<file path="src/rtl/scdp_pkg.sv">
package scdp_pkg;

  // Fixed field widths
  localparam int ENERGY_W   = 12;
  localparam int COST_OUT_W = 24;
  localparam int CFG_W      = 11;

  // Width register value after reset
  localparam int CFG_WIDTH_RST = 1024;

  // Per-pixel control carried with a request into the cost stage
  typedef struct packed {
    logic first;    // pixel lies in the first row of the frame
    logic last;     // pixel is the last column of its row
    logic has_left; // column above-left exists (column > 0)
  } pix_ctl_t;

endpackage

</file>
<file path="src/rtl/scdp_cost.sv">
// Min of the up to three upper neighbors, add energy, saturate.
module scdp_cost
  import scdp_pkg::*;
#(
  parameter int COST_BITS = 24
) (
  input  pix_ctl_t             ctl,
  input  logic [ENERGY_W-1:0]  energy,
  input  logic [COST_BITS-1:0] left_cost,
  input  logic [COST_BITS-1:0] centre_cost,
  input  logic [COST_BITS-1:0] right_cost,
  output logic [COST_BITS-1:0] cost_sat
);

  logic [COST_BITS-1:0] best_lc;
  logic [COST_BITS-1:0] best;
  logic [COST_BITS:0]   sum;

  // neighbor selection, edges drop the missing side
  always_comb begin
    best_lc = (ctl.has_left && (left_cost < centre_cost)) ? left_cost : centre_cost;
    best    = (!ctl.last && (right_cost < best_lc)) ? right_cost : best_lc;
  end

  // accumulate and clamp at the largest cost
  always_comb begin
    if (ctl.first) begin
      sum = (COST_BITS+1)'(energy);
    end else begin
      sum = {1'b0, best} + (COST_BITS+1)'(energy);
    end
    cost_sat = sum[COST_BITS] ? {COST_BITS{1'b1}} : sum[COST_BITS-1:0];
  end

endmodule

</file>
<file path="config.mk">
export PLATFORM = sky130hd
export DESIGN_NAME = scdp_cost
export DESIGN_NICKNAME = d
export VERILOG_FILES = /design/src/rtl/scdp_pkg.sv /design/src/rtl/scdp_cost.sv
export SDC_FILE = /design/constraint.sdc
export NUM_CORES = 1
export LEC_CHECK = 0
export BUFFER_PORTS_ARGS = -buffer_cell sky130_fd_sc_hd__buf_2
export CAP_MARGIN = 20
export CORE_UTILIZATION = 53
export DETAILED_ROUTE_END_ITERATION = 8
export PLACE_DENSITY = 0.85
export SETUP_SLACK_MARGIN = 0.1
export SLEW_MARGIN = 10
export SYNTH_ARGS = -nofsm -noshare
export SYNTH_HDL_FRONTEND = slang
export SYNTH_SLANG_ARGS = --single-unit
</file>
<file path="constraint.sdc">
create_clock -name vclk -period 12.72
set_clock_uncertainty 0.15 [all_clocks]
set_input_delay 2.544 -clock vclk [all_inputs]
set_output_delay 2.544 -clock vclk [all_outputs]
set_load 0.03 [all_outputs]
</file>
==> run_results.csv <==
group,metric,value,unit
status,status,"finished, final reports clean",
finish,seq_area,0,sq um
logic_synthesis,post-synth-top-count-cell,"ha_1",
floorplanning,start_util,0.554,
grt,grtUsageTotal,0.306,
logic_synthesis,synthesis.area,3090,sq um
place,pre_cts_ws,273,ps
power,p_switching,148,uW
sta,drv_slew,0,
sta,tightest_slew,707,ps
logic_synthesis,yosys.area.top_type,"ha_1",
hold_path,worstHoldPathType,"in -> out",
floorplanning,fp.dieW,78.4,um
power,p_clk_frac,0,
sta,rsz0062_at_grt,"false",
worst_setup_path,worstSetupPathType,"in -> out",
floorplanning,dieHeight,78.4,um
power,p_per_area,65.1,nW/um^2
floorplanning,num_rows,27,
worst_setup_path,cp-end-kind,"primary output",
grt,grt_max_degree,35,
sta,max_freq,81.8,MHz
place,port_buffers,111,
drt,wl,9520,um
drt,drcViolationCount,0,
finish,final_net_count,696,
sta,hold_slack,5340,ps
sta,setup_viol,0,
power,irDropWorstVdd,0.0000580,V
sta,fin_tns_setup,0,ps
logic_synthesis,synth_fp_nets,594,
finish,final_util,0.670,
sta,slew_headroom,0.521,
logic_synthesis,ys_top_cells_by_count,"59 x ha_1, 52 x a21oi_1, 42 x nand2_1, 38 x nor2_1, 32 x inv_1",
drt,antenna_left,0,
worst_setup_path,timing.critical_path.fanout_max,28,
sta,period_share,0.961,
drt,vias_per_cell,6.08,
worst_setup_path,arrival,9530,ps
logic_synthesis,syn_inst,447,
logic_synthesis,synth.area.top_cells,"ha_1 24%, a21oi_1 8.4%, nand2_1 5.1%, nor2_1 4.6%, o21ai_0 3.9%",
grt,grt_overflow,0,
finish,design.seq.count,0,
grt,grt_first_pass_wirelength,15500,um
logic_synthesis,seq_area_frac_synth,0,
place,hpwl,7990,um
finish,antenna-diode-count,0,
drt,wl_per_cell,15.4,um
logic_synthesis,synth_top_area_share,0.239,
logic_synthesis,syn_area_per_cell,6.91,sq um
floorplanning,die-area,6140,sq um
worst_setup_path,worst_path_max_delay_cell,"or3b_2",
power,combPwrFrac,1.000,
place,routabilityCongestion,0.950,
finish,fill_cells,538,
finish,drive_above_1_share,0.276,
worst_setup_path,critPathMaxStageDelay,560,ps
run,maxCapViolCount,0,
place,dp.cells,618,
worst_setup_path,startpoint_type,"input port",
floorplanning,core-area,5570,sq um
drt,drt_first_iter_violations,241,
power,p_int,94.6,uW
finish,clockBufferCount,0,
logic_synthesis,yosys_warnings,0,
power,p_leak,1.87,nW
logic_synthesis,synth_cell_types,63,
drt,vias,3763,
finish,syn2layout_area_growth,20.8,%
sta,fin_crit,12230,ps
sta,finalHoldViolations,0,
worst_setup_path,critical_path_required,10030,ps
sta,setup_slack,492,ps
floorplanning,boundaryPins,111,
power,swShare,0.611,
finish,layout.cells.non_filler,619,
grt,antenna_found_initial,0,
finish,multi_input_area,2910,sq um
drt,drt-pass1-iter-count,5,
power,power_frac_seq,0,
grt,grt_pass1_vias,3381,
worst_setup_path,path_common_cell,"nor2_1",
==> final timing paths <==
kind / start / to / slack (ps) / depth (start not counted)
setup / recovery: left_cost[9] / cost_sat[14] / 490 / 32
hold / removal: energy[0] / cost_sat[0] / 5340 / 4
==> worst max-delay path, delay by kind of cell <==
| family | cells | cell delay (ps) |
|---|---|---|
| AND/OR/NAND/NOR | 11 | 2360 |
| AO/OA/AOI/OAI | 11 | 2410 |
| buffers and inverters | 6 | 1110 |
| adder cells (fa/ha/maj) | 4 | 1090 |
==> what timing repair did <==
action / in CTS / in global routing
setup endpoints to repair: 0 / 23
resized for setup: 0 / 13
endpoints found under the hold margin: 0 / 0
buffers inserted: 0 / 1
hold buffers: 0 / 0
==> per-stage QoR <==
step | power, mW | area (sq um)
2_1_floorplan | 0.171 | 3090
3_3_place_gp | 0.232 | 3690
3_5_place_dp | 0.236 | 3690
4_1_cts | 0.237 | 3690
5_1_grt | 0.266 | 3730
6_report | 0.243 | 3730
==> power by group through the flow <==
stage          sequential (mW)  clock [mW]  combinational [mW]
2_1_floorplan                0           0               0.171
3_3_place_gp                 0           0               0.232
3_5_place_dp                 0           0               0.236
4_1_cts                      0           0               0.237
5_1_grt                      0           0               0.266
6_report                     0           0               0.243
==> metal layers <==
layer,vias up,GRT usage,part of all wire
met5,-,0,0
met4,0,0.0463,0.0088
met3,10,0.0198,0.074
met2,149,0.516,0.46
met1,1730,0.431,0.46
li1,1874,-,-
==> final cells by class <==
| type | instances | area share |
|---|---|---|
| Timing Repair Buffer | 118 | 0.163 |
| Tap cell | 72 | 0.0241 |
| Multi-Input combinational cell | 397 | 0.781 |
| Inverter | 32 | 0.0322 |
==> layout by cell type, fill, tap and decap left out, types with 7 or more instances in the layout <==
| cell type | count |
|---|---|
| nand2b_1 | 10 |
| inv_1 | 32 |
| nor3_1 | 7 |
| o21ai_0 | 22 |
| buf_4 | 7 |
| xor2_1 | 7 |
| mux2i_1 | 9 |
| nand3_1 | 17 |
| ha_1 | 59 |
| and3_1 | 8 |
| xnor2_1 | 13 |
| buf_2 | 111 |
| a21oi_1 | 49 |
| nand4_1 | 7 |
| o211ai_1 | 11 |
| nand2_1 | 41 |
| nor2_1 | 38 |
==> logic make-up (layout without fill, tap and decap cells) <==
kind of cell    count (synthesis)  count (layout)  synth area share
mux                            14              14            0.0494
xor+xnor                       20              20            0.0567
fa+ha+maj                      60              60             0.245
buf+inv                        50             150            0.0725
simple gates                  154             154             0.250
compound gates                149             149             0.326
Note: power is estimated with default switching activity, not from simulation.
